## config.mk

```make
export PLATFORM = sky130hd
export DESIGN_NAME = truecolor_to_palette_index_core_flat
export DESIGN_NICKNAME = d
export VERILOG_FILES = /design/src/hdl/tc2p_pkg.sv /design/src/hdl/tc2p_if.sv /design/src/hdl/tc2p_quantize.sv /design/src/hdl/truecolor_to_palette_index_core.sv /design/src/flat_wrapper.sv
export SDC_FILE = /design/constraint.sdc
export NUM_CORES = 1
export LEC_CHECK = 0
export BUFFER_PORTS_ARGS = -buffer_cell sky130_fd_sc_hd__clkbuf_2
export CORE_ASPECT_RATIO = 0.9
export CORE_MARGIN = 2
export CORE_UTILIZATION = 60
export CTS_CLUSTER_SIZE = 10
export DETAILED_ROUTE_END_ITERATION = 8
export GPL_ROUTABILITY_DRIVEN = 0
export PLACE_DENSITY_LB_ADDON = 0.25
export SETUP_SLACK_MARGIN = 0.1
export SKIP_CTS_REPAIR_TIMING = 1
export SYNTH_ARGS = -nofsm -noshare
export SYNTH_HDL_FRONTEND = slang
export SYNTH_SLANG_ARGS = --single-unit
```

## constraint.sdc

```tcl
create_clock -name i_clk -period 41.1 [get_ports i_clk]
set_input_delay 2.055 -clock i_clk [delete_from_list [all_inputs] [get_ports i_clk]]
set_output_delay 2.055 -clock i_clk [all_outputs]
set_load 0.01 [all_outputs]
```

## src/hdl/tc2p_pkg.sv

```systemverilog
// Shared types, constants and helper functions of the true-color to palette index quantizer.
package tc2p_pkg;

    typedef enum logic [1:0] {
        DEPTH_8   = 2'd0,
        DEPTH_16  = 2'd1,
        DEPTH_256 = 2'd2
    } t_depth;

    typedef struct packed {
        logic [7:0] red;
        logic [7:0] green;
        logic [7:0] blue;
    } t_pixel;

    localparam t_depth     DEPTH_RESET  = DEPTH_256;

    localparam logic [7:0] LO_THRESH    = 8'd85;
    localparam logic [7:0] HI_THRESH    = 8'd170;
    localparam logic [7:0] LO_ON_LEVEL  = 8'd170;
    localparam logic [7:0] LO_OFF_LEVEL = 8'd0;
    localparam logic [7:0] HI_ON_LEVEL  = 8'd255;
    localparam logic [7:0] HI_OFF_LEVEL = 8'd85;
    localparam logic [3:0] HI_BASE      = 4'd8;

    localparam logic [7:0]  GRAY_MUL    = 8'd205;
    localparam int          GRAY_SHIFT  = 11;
    localparam logic [4:0]  GRAY_STEPS  = 5'd25;
    localparam logic [7:0]  GRAY_BASE   = 8'd232;
    localparam logic [7:0]  GRAY_START  = 8'd15;
    localparam logic [7:0]  GRAY_STRIDE = 8'd10;

    localparam logic [7:0] CUBE_BASE    = 8'd16;
    localparam logic [7:0] CUBE_R_MUL   = 8'd36;
    localparam logic [7:0] CUBE_G_MUL   = 8'd6;

    // Six-level quantization used by the color cube.
    function automatic logic [2:0] f_level6(input logic [7:0] v);
        logic [2:0] lvl;
        begin
            if (v <= 8'd36) begin
                lvl = 3'd0;
            end else if (v <= 8'd99) begin
                lvl = 3'd1;
            end else if (v <= 8'd150) begin
                lvl = 3'd2;
            end else if (v <= 8'd195) begin
                lvl = 3'd3;
            end else if (v <= 8'd236) begin
                lvl = 3'd4;
            end else begin
                lvl = 3'd5;
            end
            return lvl;
        end
    endfunction

    // Channel value of one cube level.
    function automatic logic [7:0] f_cube_level(input logic [2:0] lvl);
        logic [7:0] v;
        begin
            unique case (lvl)
                3'd0:    v = 8'd0;
                3'd1:    v = 8'd73;
                3'd2:    v = 8'd126;
                3'd3:    v = 8'd174;
                3'd4:    v = 8'd217;
                default: v = 8'd255;
            endcase
            return v;
        end
    endfunction

    function automatic logic [7:0] f_absdiff(input logic [7:0] a, input logic [7:0] b);
        return (a >= b) ? (a - b) : (b - a);
    endfunction

    // Manhattan distance from a pixel to a palette color.
    function automatic logic [9:0] f_dist(input t_pixel p, input logic [7:0] cr,
                                          input logic [7:0] cg, input logic [7:0] cb);
        return {2'b00, f_absdiff(p.red, cr)} + {2'b00, f_absdiff(p.green, cg)}
             + {2'b00, f_absdiff(p.blue, cb)};
    endfunction

endpackage

```

## src/hdl/tc2p_if.sv

```systemverilog
// Handshake channel interfaces for pixels, palette indexes and the depth register.
interface tc2p_pix_if;
    logic       valid;
    logic       ready;
    logic [7:0] red;
    logic [7:0] green;
    logic [7:0] blue;

    modport source (output valid, output red, output green, output blue, input ready);
    modport sink   (input valid, input red, input green, input blue, output ready);
endinterface

interface tc2p_idx_if;
    logic       valid;
    logic       ready;
    logic [7:0] palette_index;

    modport source (output valid, output palette_index, input ready);
    modport sink   (input valid, input palette_index, output ready);
endinterface

interface tc2p_cfg_if;
    logic       valid;
    logic       ready;
    logic [1:0] color_depth;

    modport source (output valid, output color_depth, input ready);
    modport sink   (input valid, input color_depth, output ready);
endinterface

```

## src/hdl/tc2p_quantize.sv

```systemverilog
// Combinational candidate generation, distance calculation and nearest-color selection.
module tc2p_quantize (
    input  tc2p_pkg::t_pixel i_pixel,
    input  tc2p_pkg::t_depth i_depth,
    output logic [7:0]       o_palette_index
);

    logic [2:0]  lo_bits;
    logic [2:0]  hi_bits;
    logic [7:0]  lo_idx;
    logic [7:0]  hi_idx;
    logic [9:0]  d_lo;
    logic [9:0]  d_hi;

    logic [9:0]  gray_sum;
    logic [7:0]  gray_avg;
    logic [15:0] gray_prod;
    logic [4:0]  gray_k;
    logic [4:0]  gray_step;
    logic [7:0]  gray_idx;
    logic [7:0]  gray_lvl;
    logic [9:0]  d_gray;

    logic [2:0]  lvl_r;
    logic [2:0]  lvl_g;
    logic [2:0]  lvl_b;
    logic [7:0]  cube_idx;
    logic [9:0]  d_cube;

    assign lo_bits = {i_pixel.blue  >= tc2p_pkg::LO_THRESH,
                      i_pixel.green >= tc2p_pkg::LO_THRESH,
                      i_pixel.red   >= tc2p_pkg::LO_THRESH};
    assign hi_bits = {i_pixel.blue  >= tc2p_pkg::HI_THRESH,
                      i_pixel.green >= tc2p_pkg::HI_THRESH,
                      i_pixel.red   >= tc2p_pkg::HI_THRESH};

    assign lo_idx = {5'b00000, lo_bits};
    assign hi_idx = {4'b0000, tc2p_pkg::HI_BASE | {1'b0, hi_bits}};

    assign d_lo = tc2p_pkg::f_dist(i_pixel,
        lo_bits[0] ? tc2p_pkg::LO_ON_LEVEL : tc2p_pkg::LO_OFF_LEVEL,
        lo_bits[1] ? tc2p_pkg::LO_ON_LEVEL : tc2p_pkg::LO_OFF_LEVEL,
        lo_bits[2] ? tc2p_pkg::LO_ON_LEVEL : tc2p_pkg::LO_OFF_LEVEL);
    assign d_hi = tc2p_pkg::f_dist(i_pixel,
        hi_bits[0] ? tc2p_pkg::HI_ON_LEVEL : tc2p_pkg::HI_OFF_LEVEL,
        hi_bits[1] ? tc2p_pkg::HI_ON_LEVEL : tc2p_pkg::HI_OFF_LEVEL,
        hi_bits[2] ? tc2p_pkg::HI_ON_LEVEL : tc2p_pkg::HI_OFF_LEVEL);

    // Green counts twice in the gray average; the scale by 205/2048 maps it onto 26 steps.
    assign gray_sum  = {1'b0, i_pixel.green, 1'b0} + {2'b00, i_pixel.red}
                     + {2'b00, i_pixel.blue};
    assign gray_avg  = gray_sum[9:2];
    assign gray_prod = {8'h00, gray_avg} * {8'h00, tc2p_pkg::GRAY_MUL};
    assign gray_k    = gray_prod[15:tc2p_pkg::GRAY_SHIFT];

    always_comb begin
        if (gray_k == 5'd0) begin
            gray_step = 5'd0;
        end else if (gray_k >= tc2p_pkg::GRAY_STEPS) begin
            gray_step = tc2p_pkg::GRAY_STEPS - 5'd2;
        end else begin
            gray_step = gray_k - 5'd1;
        end
    end

    assign gray_idx = tc2p_pkg::GRAY_BASE + {3'b000, gray_step};
    assign gray_lvl = tc2p_pkg::GRAY_START + ({3'b000, gray_step} * tc2p_pkg::GRAY_STRIDE);
    assign d_gray   = tc2p_pkg::f_dist(i_pixel, gray_lvl, gray_lvl, gray_lvl);

    assign lvl_r    = tc2p_pkg::f_level6(i_pixel.red);
    assign lvl_g    = tc2p_pkg::f_level6(i_pixel.green);
    assign lvl_b    = tc2p_pkg::f_level6(i_pixel.blue);
    assign cube_idx = tc2p_pkg::CUBE_BASE + ({5'b00000, lvl_r} * tc2p_pkg::CUBE_R_MUL)
                    + ({5'b00000, lvl_g} * tc2p_pkg::CUBE_G_MUL) + {5'b00000, lvl_b};
    assign d_cube   = tc2p_pkg::f_dist(i_pixel, tc2p_pkg::f_cube_level(lvl_r),
                                       tc2p_pkg::f_cube_level(lvl_g),
                                       tc2p_pkg::f_cube_level(lvl_b));

    always_comb begin
        unique case (i_depth)
            tc2p_pkg::DEPTH_8: begin
                o_palette_index = lo_idx;
            end
            tc2p_pkg::DEPTH_16: begin
                // A tie goes to the bright half of the palette.
                o_palette_index = (d_lo < d_hi) ? lo_idx : hi_idx;
            end
            default: begin
                // The unused depth code behaves as the full palette.
                if (d_lo <= d_hi) begin
                    if (d_gray <= d_cube) begin
                        o_palette_index = (d_lo <= d_gray) ? lo_idx : gray_idx;
                    end else begin
                        o_palette_index = (d_lo <= d_cube) ? lo_idx : cube_idx;
                    end
                end else begin
                    if (d_gray <= d_cube) begin
                        o_palette_index = (d_hi <= d_gray) ? hi_idx : gray_idx;
                    end else begin
                        o_palette_index = (d_hi <= d_cube) ? hi_idx : cube_idx;
                    end
                end
            end
        endcase
    end

endmodule

```

## src/hdl/truecolor_to_palette_index_core.sv

```systemverilog
// Top level of the true-color to palette index quantizer: input register, quantizer, result register.
// Path: an accepted pixel is held in the input register, and its palette index is loaded into
// the result register once that register is empty or being drained, and is shown on the output from there.
// Throughput: one pixel per clock; the input register keeps taking beats while a finished
// index waits in the result register, and stalls only when both registers are full.
// Reset (synchronous, active low) empties both registers and sets the depth to 256 colors.
module truecolor_to_palette_index_core (
    input  logic           i_clk,
    input  logic           i_rst_n,
    tc2p_cfg_if.sink       i_cfg,
    tc2p_pix_if.sink       i_pix,
    tc2p_idx_if.source     o_idx
);

    tc2p_pkg::t_depth r_depth;
    tc2p_pkg::t_pixel r_pixel;
    logic             r_in_valid;
    logic [7:0]       r_index;
    logic             r_out_valid;

    tc2p_pkg::t_pixel n_pixel;
    logic [7:0]       n_index;
    logic             advance;

    assign i_cfg.ready = 1'b1;

    always_ff @(posedge i_clk) begin
        if (!i_rst_n) begin
            r_depth <= tc2p_pkg::DEPTH_RESET;
        end else if (i_cfg.valid) begin
            r_depth <= tc2p_pkg::t_depth'(i_cfg.color_depth);
        end
    end

    // The input stage moves on whenever the result register is empty or being drained.
    assign advance     = !r_out_valid || o_idx.ready;
    assign i_pix.ready = !r_in_valid || advance;

    assign n_pixel = '{red: i_pix.red, green: i_pix.green, blue: i_pix.blue};

    always_ff @(posedge i_clk) begin
        if (!i_rst_n) begin
            r_in_valid <= 1'b0;
        end else if (i_pix.ready) begin
            r_in_valid <= i_pix.valid;
        end
    end

    always_ff @(posedge i_clk) begin
        if (i_pix.ready && i_pix.valid) begin
            r_pixel <= n_pixel;
        end
    end

    tc2p_quantize u_quantize (
        .i_pixel         (r_pixel),
        .i_depth         (r_depth),
        .o_palette_index (n_index)
    );

    always_ff @(posedge i_clk) begin
        if (!i_rst_n) begin
            r_out_valid <= 1'b0;
        end else if (advance) begin
            r_out_valid <= r_in_valid;
        end
    end

    always_ff @(posedge i_clk) begin
        if (advance && r_in_valid) begin
            r_index <= n_index;
        end
    end

    assign o_idx.valid         = r_out_valid;
    assign o_idx.palette_index = r_index;

endmodule
```

## src/flat_wrapper.sv

```systemverilog
// flat-port wrapper written by rule: the top's interface ports become plain ports
module truecolor_to_palette_index_core_flat 
  (i_clk, i_rst_n, i_cfg_valid, i_cfg_color_depth, i_cfg_ready, i_pix_valid, i_pix_red, i_pix_green, i_pix_blue, i_pix_ready, o_idx_valid, o_idx_palette_index, o_idx_ready);
  tc2p_cfg_if i_cfg_i ();
  tc2p_pix_if i_pix_i ();
  tc2p_idx_if o_idx_i ();
  input  logic i_clk;
  input  logic i_rst_n;
  input wire logic [$bits(i_cfg_i.valid)-1:0] i_cfg_valid;
  input wire logic [$bits(i_cfg_i.color_depth)-1:0] i_cfg_color_depth;
  output wire logic [$bits(i_cfg_i.ready)-1:0] i_cfg_ready;
  input wire logic [$bits(i_pix_i.valid)-1:0] i_pix_valid;
  input wire logic [$bits(i_pix_i.red)-1:0] i_pix_red;
  input wire logic [$bits(i_pix_i.green)-1:0] i_pix_green;
  input wire logic [$bits(i_pix_i.blue)-1:0] i_pix_blue;
  output wire logic [$bits(i_pix_i.ready)-1:0] i_pix_ready;
  output wire logic [$bits(o_idx_i.valid)-1:0] o_idx_valid;
  output wire logic [$bits(o_idx_i.palette_index)-1:0] o_idx_palette_index;
  input wire logic [$bits(o_idx_i.ready)-1:0] o_idx_ready;
  assign i_cfg_i.valid = i_cfg_valid;
  assign i_cfg_i.color_depth = i_cfg_color_depth;
  assign i_cfg_ready = i_cfg_i.ready;
  assign i_pix_i.valid = i_pix_valid;
  assign i_pix_i.red = i_pix_red;
  assign i_pix_i.green = i_pix_green;
  assign i_pix_i.blue = i_pix_blue;
  assign i_pix_ready = i_pix_i.ready;
  assign o_idx_valid = o_idx_i.valid;
  assign o_idx_palette_index = o_idx_i.palette_index;
  assign o_idx_i.ready = o_idx_ready;
  truecolor_to_palette_index_core u_core (.i_clk(i_clk), .i_rst_n(i_rst_n), .i_cfg(i_cfg_i), .i_pix(i_pix_i), .o_idx(o_idx_i));
endmodule
```

==> results of run 1 <==
## per-stage QoR
stage | cell area (um^2) | util, % | std cells | setup slack [ns]
after floorplan | 13400 | - | 1602 | 28.02
after global placement | 14000 | 64.3 | 1925 | 26.32
after detailed placement | 14000 | 64.3 | 1925 | 25.75
after CTS | 14200 | 64.9 | 1932 | 25.71
after global routing | 14200 | 64.9 | 1932 | 24.61
final | 14200 | 64.9 | 1932 | 25.45
## kinds of logic (layout without fill, tap and decap cells)
| kind of cell | Yosys count | after routing | synth area share (%) |
|---|---|---|---|
| buffers and inverters | 218 | 257 | 6.23 |
| adder cells (fa/ha/maj) | 364 | 364 | 38.1 |
| multiplexers | 60 | 60 | 4.65 |
| other | 1 | 1 | 0.0279 |
| XOR/XNOR | 116 | 116 | 7.75 |
| flip-flops | 36 | 36 | 7.74 |
| AND/OR/NAND/NOR | 348 | 348 | 13.2 |
| AO/OA/AOI/OAI | 459 | 459 | 22.3 |
## worst max-delay path, delay by kind of cell, from the launching register on
kind                     cells  cell delay, ns
buffers and inverters        8            0.91
AND/OR/NAND/NOR             11            2.27
AO/OA/AOI/OAI               14            3.82
XOR/XNOR                     3            0.84
flip-flops                   1            0.74
multiplexers                 1            0.38
adder cells (fa/ha/maj)     16            6.52
## layout make-up
type	count	share of cell area, %
flip-flops and latches	36	7.35
clock inverters	1	0.0353
repair buffers	58	2.37
inverters	192	5.09
well taps	291	2.57
clock buffers	6	0.910
multi-input cells	1348	81.7
## layout by cell type, fill, tap and decap left out, types with 18 or more instances in the layout
cell type,netlist,final
a211oi_1,24,24
a21o_1,53,53
a21oi_1,116,116
a31oi_1,21,21
buf_4,3,18
clkbuf_2,0,40
edfxtp_1,32,32
fa_1,76,76
ha_1,284,284
inv_1,188,188
mux2i_1,40,40
nand2_1,86,86
nand3_1,31,31
nor2_1,81,81
nor2b_1,29,29
nor3_1,22,22
o21a_1,30,30
o21ai_0,92,92
xnor2_1,67,67
xor2_1,47,47
## sequential cells by signal (all words and copies together), names as in the netlist
register,count
u_core.r_pixel,24
u_core.o_idx.palette_index,8
u_core.r_depth,2
u_core.o_idx.valid,1
u_core.r_in_valid,1
## worst max path at each step
stage                     depth (start not counted)                       endpoint              start  slack (ns)
final                                            53  u_core.o_idx.palette_index[2]  u_core.r_pixel[8]       25.45
after global routing                             52  u_core.o_idx.palette_index[2]  u_core.r_pixel[8]       24.61
after CTS                                        53  u_core.o_idx.palette_index[2]  u_core.r_pixel[8]       25.71
after detailed placement                         53  u_core.o_idx.palette_index[2]  u_core.r_pixel[8]       25.75
after global placement                           53  u_core.o_idx.palette_index[2]  u_core.r_pixel[8]       26.32
after floorplan                                  54  u_core.o_idx.palette_index[3]  u_core.r_pixel[8]       28.02
## routing by layer
metal	up-vias	global-route usage, %	share of wire, %
met2	568	51.7	43
met3	101	5.10	9.2
li1	5828	-	-
met4	0	12.6	4.4
met5	-	0	0
met1	5672	44.9	43
==> flow_summary.json, run 1 <==
{
  "final.fill_count": 1911,
  "fin_crit_sh_pct": 38.1,
  "dr.first_iter.drc_count": 1291,
  "grt_use_total_pct": 32.7,
  "yosys.area.top_type": "ha_1",
  "max_freq_ghz": 0.0639,
  "die_h_um": 146,
  "tns_ns": 0,
  "rsz0062_at_grt": "false",
  "hp-class": "reg2reg",
  "crit_fanout": 12,
  "hold_start": "u_core.r_in_valid",
  "cts.clk_slew.worst_paths_ns": 0.06,
  "die_w_um": 162,
  "synth_top_area_share_pct": 26.4,
  "core_area_mm2": 0.0218,
  "relSlewSlack_pct": 27.3,
  "viasPerCell": 6.30,
  "cp.arrival_ns": 15.77,
  "multi_input_area_mm2": 0.0116,
  "r2r_end": "u_core.o_idx.palette_index[2]",
  "worst_ep_required_time_ns": 41.22,
  "grt_pass1_wl_mm": 61.7,
  "synth_edf_count": 32,
  "initial_utilization_pct": 61.6,
  "clockBufferDepth": 2,
  "skew_ns": 0.00686,
  "dr.pass1.iters": 5,
  "antenna_found_initial": 0,
  "yosys-top-cells-count": "284 x ha_1, 188 x inv_1, 116 x a21oi_1, 92 x o21ai_0, 86 x nand2_1",
  "yosysWarningCount": 0,
  "ys_ff_latch": 36,
  "min_period_ns": 15.65,
  "io_pins": 42,
  "worst_pin_slew_ns": 1.08,
  "synth_cells": 1602,
  "ys.flop_type": "edfxtp_1",
  "seqCellArea_mm2": 0.00104,
  "ant_nets": 0,
  "synthesis.area_mm2": 0.0134,
  "nNetsFinal": 2032,
  "cpMaxStageDelayCell": "a21oi_1",
  "clockRootBuffer": "clkbuf_16",
  "vias": 12200,
  "clkLatencyLatePin_ns": 0.28,
  "async_reset_ff_share_pct": 0,
  "areaGrowthSynthToFinish_pct": 5.33,
  "finalMaxSlewViolations": 0,
  "core.rowCount": 51,
  "synth_most_common_cell": "ha_1",
  "hold_viol_final": 0,
  "avgSynthCellArea_um2": 8.39,
  "die-area_mm2": 0.0236,
  "grt_max_degree": 25,
  "drive_gt1_share_pct": 6.83,
  "worst_hold_path.num_cells": 1,
  "rr_worst_depth": 53,
  "cpPeakStageDelay_ns": 0.79,
  "wl_mm": 38.9,
  "rrSetupSlack_ns": 25.45,
  "r2r-start": "u_core.r_pixel[8]",
  "endpoint_kind": "register",
  "cts_tree": "yes",
  "min_to": "u_core.o_idx.valid",
  "whs_ns": 0.524,
  "drc": 0,
  "hpwl_mm": 32.5,
  "path_class": "reg2reg",
  "status": "complete, no violations",
  "cts_sinks": 36,
  "grt_pass1_vias": 11900,
  "cap_viol_max_count": 0,
  "io_buffers": 40,
  "grt_overflow_total": 0,
  "numCtsBuffers": 5,
  "cts-htree-levels": 2,
  "synthTopCellsByArea": "ha_1 26%, fa_1 11%, edfxtp_1 7.1%",
  "diodes": 0,
  "synth-seq-area-share_pct": 7.74,
  "syn-num-nets": 1993,
  "startpoint_type": "register",
  "setup_viol": 0,
  "synthDistinctLibCells": 90,
  "wl_per_cell_um": 20.2
}
Power of run 1 is not shown: default switching activity piles up to over one toggle a cycle in this logic, so the estimate is an artifact.
==> run 2: changes to the inputs <==
Settings changed: ABC_AREA set to 1.
Clock period 41.1 ns to 14.1 ns, I/O delays scaled along.
==> flow_summary.json, run 2 <==
{
  "worst_ep_required_time_ns": 14.14,
  "synthTopCellsByArea": "ha_1 25%, nand2_1 12%, fa_1 11%",
  "diodes": 0,
  "fin_crit_sh_pct": 92.3,
  "grt_pass1_wl_mm": 67.6,
  "core.rowCount": 53,
  "grt_max_degree": 25,
  "wl_mm": 43.0,
  "final_cell_mix": "439 x nand2_1, 363 x inv_1, 284 x ha_1",
  "placed_cells": 2389,
  "cp.arrival_ns": 13.05,
  "yosysWarningCount": 0,
  "synth_fa_ha_area_share_pct": 36.0,
  "final_common_cell": "nand2_1",
  "relSlewSlack_pct": 34.0,
  "hold_viol_final": 0,
  "syn-num-nets": 2440,
  "final.fill_count": 2132,
  "tns_ns": 0,
  "dr.pass1.iters": 5,
  "grt_overflow_total": 0,
  "multi_input_area_mm2": 0.0116,
  "synthSimpleGateAreaFrac_pct": 24.1,
  "die-area_mm2": 0.0247,
  "clockRootBuffer": "clkbuf_16",
  "synth_compound_area_share_pct": 14.6,
  "skew_ns": 0.00670,
  "grt_pass1_vias": 13200,
  "drive_gt1_share_pct": 6.18,
  "ant_nets": 0,
  "hpwl_mm": 35.7,
  "cts-htree-levels": 2,
  "synth_cells": 2049,
  "cap_viol_max_count": 0,
  "max_freq_ghz": 0.0769,
  "hp-class": "reg2reg",
  "synth_top_area_share_pct": 25.2,
  "seqCellArea_mm2": 0.00104,
  "yosys-top-cells-count": "442 x nand2_1, 364 x inv_1, 284 x ha_1, 146 x a21oi_1, 136 x nor2_1",
  "vias": 14100,
  "finalMaxSlewViolations": 0,
  "die_h_um": 149,
  "min_period_ns": 13.01,
  "antenna_found_initial": 0,
  "nNetsFinal": 2493,
  "crit_buf_inv": 17,
  "rsz0062_at_grt": "false",
  "dr.first_iter.drc_count": 1360,
  "cpMaxStageDelayCell": "fa_1",
  "async_reset_ff_share_pct": 0,
  "drc": 0,
  "cts_sinks": 36,
  "synth_edf_count": 32,
  "ys.flop_type": "edfxtp_1",
  "synth-xor-area-share_pct": 6.72,
  "cts.clk_slew.worst_paths_ns": 0.06,
  "top_register": "u_core.r_pixel",
  "ys_ff_latch": 36,
  "clkLatencyLatePin_ns": 0.29,
  "clockBufferDepth": 2,
  "status": "complete, no violations",
  "endpoint_kind": "register",
  "numCtsBuffers": 5,
  "startpoint_type": "register",
  "wl_per_cell_um": 17.9,
  "yosys.area.top_type": "ha_1",
  "io_pins": 42,
  "core_area_mm2": 0.0232,
  "crit_fanout": 19,
  "setup_viol": 0,
  "path_class": "reg2reg",
  "viasPerCell": 5.87,
  "largest_reg_flops": 24,
  "synthDistinctLibCells": 58,
  "io_buffers": 40,
  "path_common_cell": "inv_1",
  "worst_pin_slew_ns": 0.989,
  "cts_tree": "yes",
  "initial_utilization_pct": 60.7,
  "areaGrowthSynthToFinish_pct": 6.13,
  "grt_use_total_pct": 34.9,
  "avgSynthCellArea_um2": 6.88,
  "crit_family": "adder cells",
  "die_w_um": 166,
  "final_util_pct": 64.5,
  "synth-seq-area-share_pct": 7.38,
  "stdcell_count": 2405,
  "synth_top_family_by_area": "adder cells",
  "synth_most_common_cell": "nand2_1",
  "synthesis.area_mm2": 0.0141,
  "cpPeakStageDelay_ns": 0.54,
  "muxShareOfSynthArea_pct": 0.586
}
run 2: changes by cell type after synthesis, sizes merged, moves of 18 or more:
cell	previous run	this run
a21o	53	3
mux2i	40	6
xor2	48	71
mux2	20	2
nor2b	29	0
a21oi	116	146
inv	190	369
o21ai	105	126
a211oi	26	8
o21a	30	2
nor2	81	137
nand3	32	113
xnor2	68	35
nand2	86	462
run 2: area by class of cell:
| type | count | share of cell area (%) |
|---|---|---|
| multi-input cells | 1621 | 77.5 |
| inverters | 374 | 9.42 |
| flip-flops and latches | 36 | 6.96 |
| repair buffers | 64 | 2.57 |
| well taps | 302 | 2.53 |
| clock buffers | 5 | 0.836 |
| clock inverters | 3 | 0.142 |
run 2: final timing paths:
| path | slack, ns | cells after the start | end | startpoint |
|---|---|---|---|---|
| worst max-delay path | 1.09 | 73 | u_core.o_idx.palette_index[0] | u_core.r_pixel[18] |
| worst min-delay path | 0.49 | 2 | u_core.o_idx.valid | u_core.r_in_valid |
| worst max register to register | 1.09 | 73 | u_core.o_idx.palette_index[0] | u_core.r_pixel[18] |
| worst min register to register | 0.49 | 2 | u_core.o_idx.valid | u_core.r_in_valid |
run 2: cells by family after synthesis:
| family | Yosys count |
|---|---|
| other | 1 |
| and+or+nand+nor | 783 |
| AOI/OAI and AO/OA | 363 |
| adders and majority gates | 360 |
| buffers and inverters | 392 |
| DFF | 36 |
| muxes | 8 |
| xor gates and xnor gates | 106 |
run 2: routing by layer:
| metal | GRT usage [%] | part of all wire [%] | vias to the layer above |
|---|---|---|---|
| met1 | 49.2 | 43 | 6478 |
| li1 | - | - | 6830 |
| met5 | 0 | 0 | - |
| met3 | 4.60 | 9.7 | 116 |
| met2 | 53.9 | 42 | 695 |
| met4 | 14.4 | 4.8 | 0 |
run 2: worst reg2reg max path: cells and delay by family (launching register included):
kind	cells	cell delay, ns
adders and majority gates	16	6.03
and+or+nand+nor	31	3.28
AOI/OAI and AO/OA	8	1.44
DFF	1	0.37
buffers and inverters	17	1.50
xor gates and xnor gates	1	0.18
run 2: per-stage QoR:
| stage | setup WS [ns] | cell area [um^2] | hold slack [ns] |
|---|---|---|---|
| after floorplan | 2.27 | 14100 | 0.449 |
| after CTS | 0.416 | 14800 | 0.496 |
| after detailed placement | 0.459 | 14700 | 0.487 |
| after global placement | 0.907 | 14700 | 0.465 |
| after global routing | 0.101 | 15000 | 0.527 |
| final | 1.09 | 15000 | 0.494 |
Power of run 2 is left out for the same reason.
==> run 3: changes to the inputs <==
Clock period 14.1 ns to 12.3 ns, I/O delays scaled along.
==> flow_summary.json, run 3 (synthesis gave the netlist of run 2 again) <==
{
  "cap_viol_max_count": 0,
  "vias": 14600,
  "grt_pass1_wl_mm": 67.6,
  "nNetsFinal": 2544,
  "initial_utilization_pct": 60.7,
  "placed_area_mm2": 0.0150,
  "endpoint_kind": "register",
  "worst_pin_slew_ns": 0.944,
  "whs_ns": 0.482,
  "clockBufferDepth": 2,
  "dr.pass1.iters": 6,
  "cp.arrival_ns": 12.00,
  "r2r-start": "u_core.r_pixel[3]",
  "max_freq_ghz": 0.0835,
  "wl_mm": 45.1,
  "worst_ep_required_time_ns": 12.32,
  "final.fill_count": 1965,
  "rr_worst_depth": 69,
  "startpoint_type": "register",
  "ant_nets": 0,
  "cts_sinks": 36,
  "final_cell_mix": "424 x nand2_1, 353 x inv_1, 265 x ha_1",
  "viasPerCell": 5.93,
  "min_period_ns": 11.98,
  "areaGrowthSynthToFinish_pct": 12.6,
  "min_to": "u_core.o_idx.valid",
  "drive_gt1_share_pct": 12.7,
  "die_h_um": 149,
  "diodes": 0,
  "cts-htree-levels": 2,
  "final_common_cell": "nand2_1",
  "r2r_end": "u_core.o_idx.palette_index[3]",
  "cts_tree": "yes",
  "skew_ns": 0.00536,
  "grt_overflow_total": 0,
  "die-area_mm2": 0.0247,
  "relSlewSlack_pct": 36.5,
  "final_cell_area_mm2": 0.0159,
  "hpwl_mm": 36.1,
  "antenna_found_initial": 0,
  "final_util_pct": 68.4,
  "dr.first_iter.drc_count": 1540,
  "clockRootBuffer": "clkbuf_16",
  "grt_pass1_vias": 13300,
  "core_area_mm2": 0.0232,
  "rrSetupSlack_ns": 0.32,
  "hp-class": "reg2reg",
  "grt_max_degree": 25,
  "grt_use_total_pct": 34.9,
  "status": "complete, no violations",
  "finalMaxSlewViolations": 0,
  "worst_hold_path.num_cells": 2,
  "core.rowCount": 53,
  "wl_per_cell_um": 18.4,
  "cts.clk_slew.worst_paths_ns": 0.06,
  "cpMaxStageDelayCell": "fa_1",
  "io_buffers": 40,
  "io_pins": 42,
  "largest_reg_flops": 24,
  "clkLatencyLatePin_ns": 0.29,
  "numCtsBuffers": 5,
  "drc": 0,
  "hold_start": "u_core.r_in_valid",
  "top_register": "u_core.r_pixel",
  "crit_fanout": 6,
  "path_class": "reg2reg",
  "cpPeakStageDelay_ns": 0.65,
  "hold_viol_final": 0,
  "fin_crit_sh_pct": 97.4,
  "setup_viol": 0,
  "die_w_um": 166
}
==> run 3: changes by cell type in the layout (fill, tap and decap cells not counted), sizes merged <==
cell      before  now
clkinvlp       2    1
clkinv         6    7
buf           24   73
nand2        462  464
inv          369  368
bufinv         0    1
==> run 3: worst max-delay path by stage <==
stage | cells after the start | to | slack, ns | from
2_1_floorplan | 74 | u_core.o_idx.palette_index[0] | 0.47 | u_core.r_pixel[1]
3_3_place_gp | 72 | u_core.o_idx.palette_index[3] | 0.05 | u_core.r_pixel[3]
3_5_place_dp | 70 | u_core.o_idx.palette_index[7] | -0.27 | u_core.r_pixel[3]
4_1_cts | 70 | u_core.o_idx.palette_index[6] | -0.36 | u_core.r_pixel[3]
5_1_grt | 74 | u_core.o_idx.palette_index[3] | -0.31 | u_core.r_pixel[18]
6_report | 69 | u_core.o_idx.palette_index[3] | 0.32 | u_core.r_pixel[3]
==> run 3: worst max-delay path, delay by kind of cell, from the launching register on <==
| kind | cells | cell delay (ns) |
|---|---|---|
| XOR/XNOR | 1 | 0.24 |
| buffers and inverters | 13 | 1.34 |
| AO/OA/AOI/OAI | 9 | 1.04 |
| AND/OR/NAND/NOR | 31 | 3.25 |
| adder cells (fa/ha/maj) | 15 | 5.44 |
| flip-flops | 1 | 0.42 |
==> run 3: area by class of cell <==
cell class	count	area, um^2	area share, %
Clock buffer	5	125	0.788
Multi-Input combinational cell	1623	12100	76.3
Clock inverter	3	42.5	0.268
Sequential cell	36	1040	6.56
Timing Repair Buffer	113	756	4.76
Tap cell	302	378	2.38
Inverter	374	1410	8.90
==> run 3: metrics by stage <==
step | setup WS [ns] | setup TNS [ns] | std cells
after global routing | -0.309 | -2.17 | 2456
after detailed placement | -0.273 | -2.02 | 2428
after global placement | 0.0472 | 0 | 2428
final | 0.319 | 0 | 2456
after CTS | -0.364 | -2.76 | 2436
after floorplan | 0.465 | 0 | 2049
==> run 3: per-layer routing <==
layer | share of wire, % | track usage (%) | up-vias
li1 | - | - | 6934
met1 | 42 | 50.1 | 6665
met2 | 42 | 52.8 | 807
met3 | 11 | 3.99 | 159
met4 | 5.1 | 15.6 | 0
met5 | 0 | 0 | -
Power of run 3 is left out for the same reason.
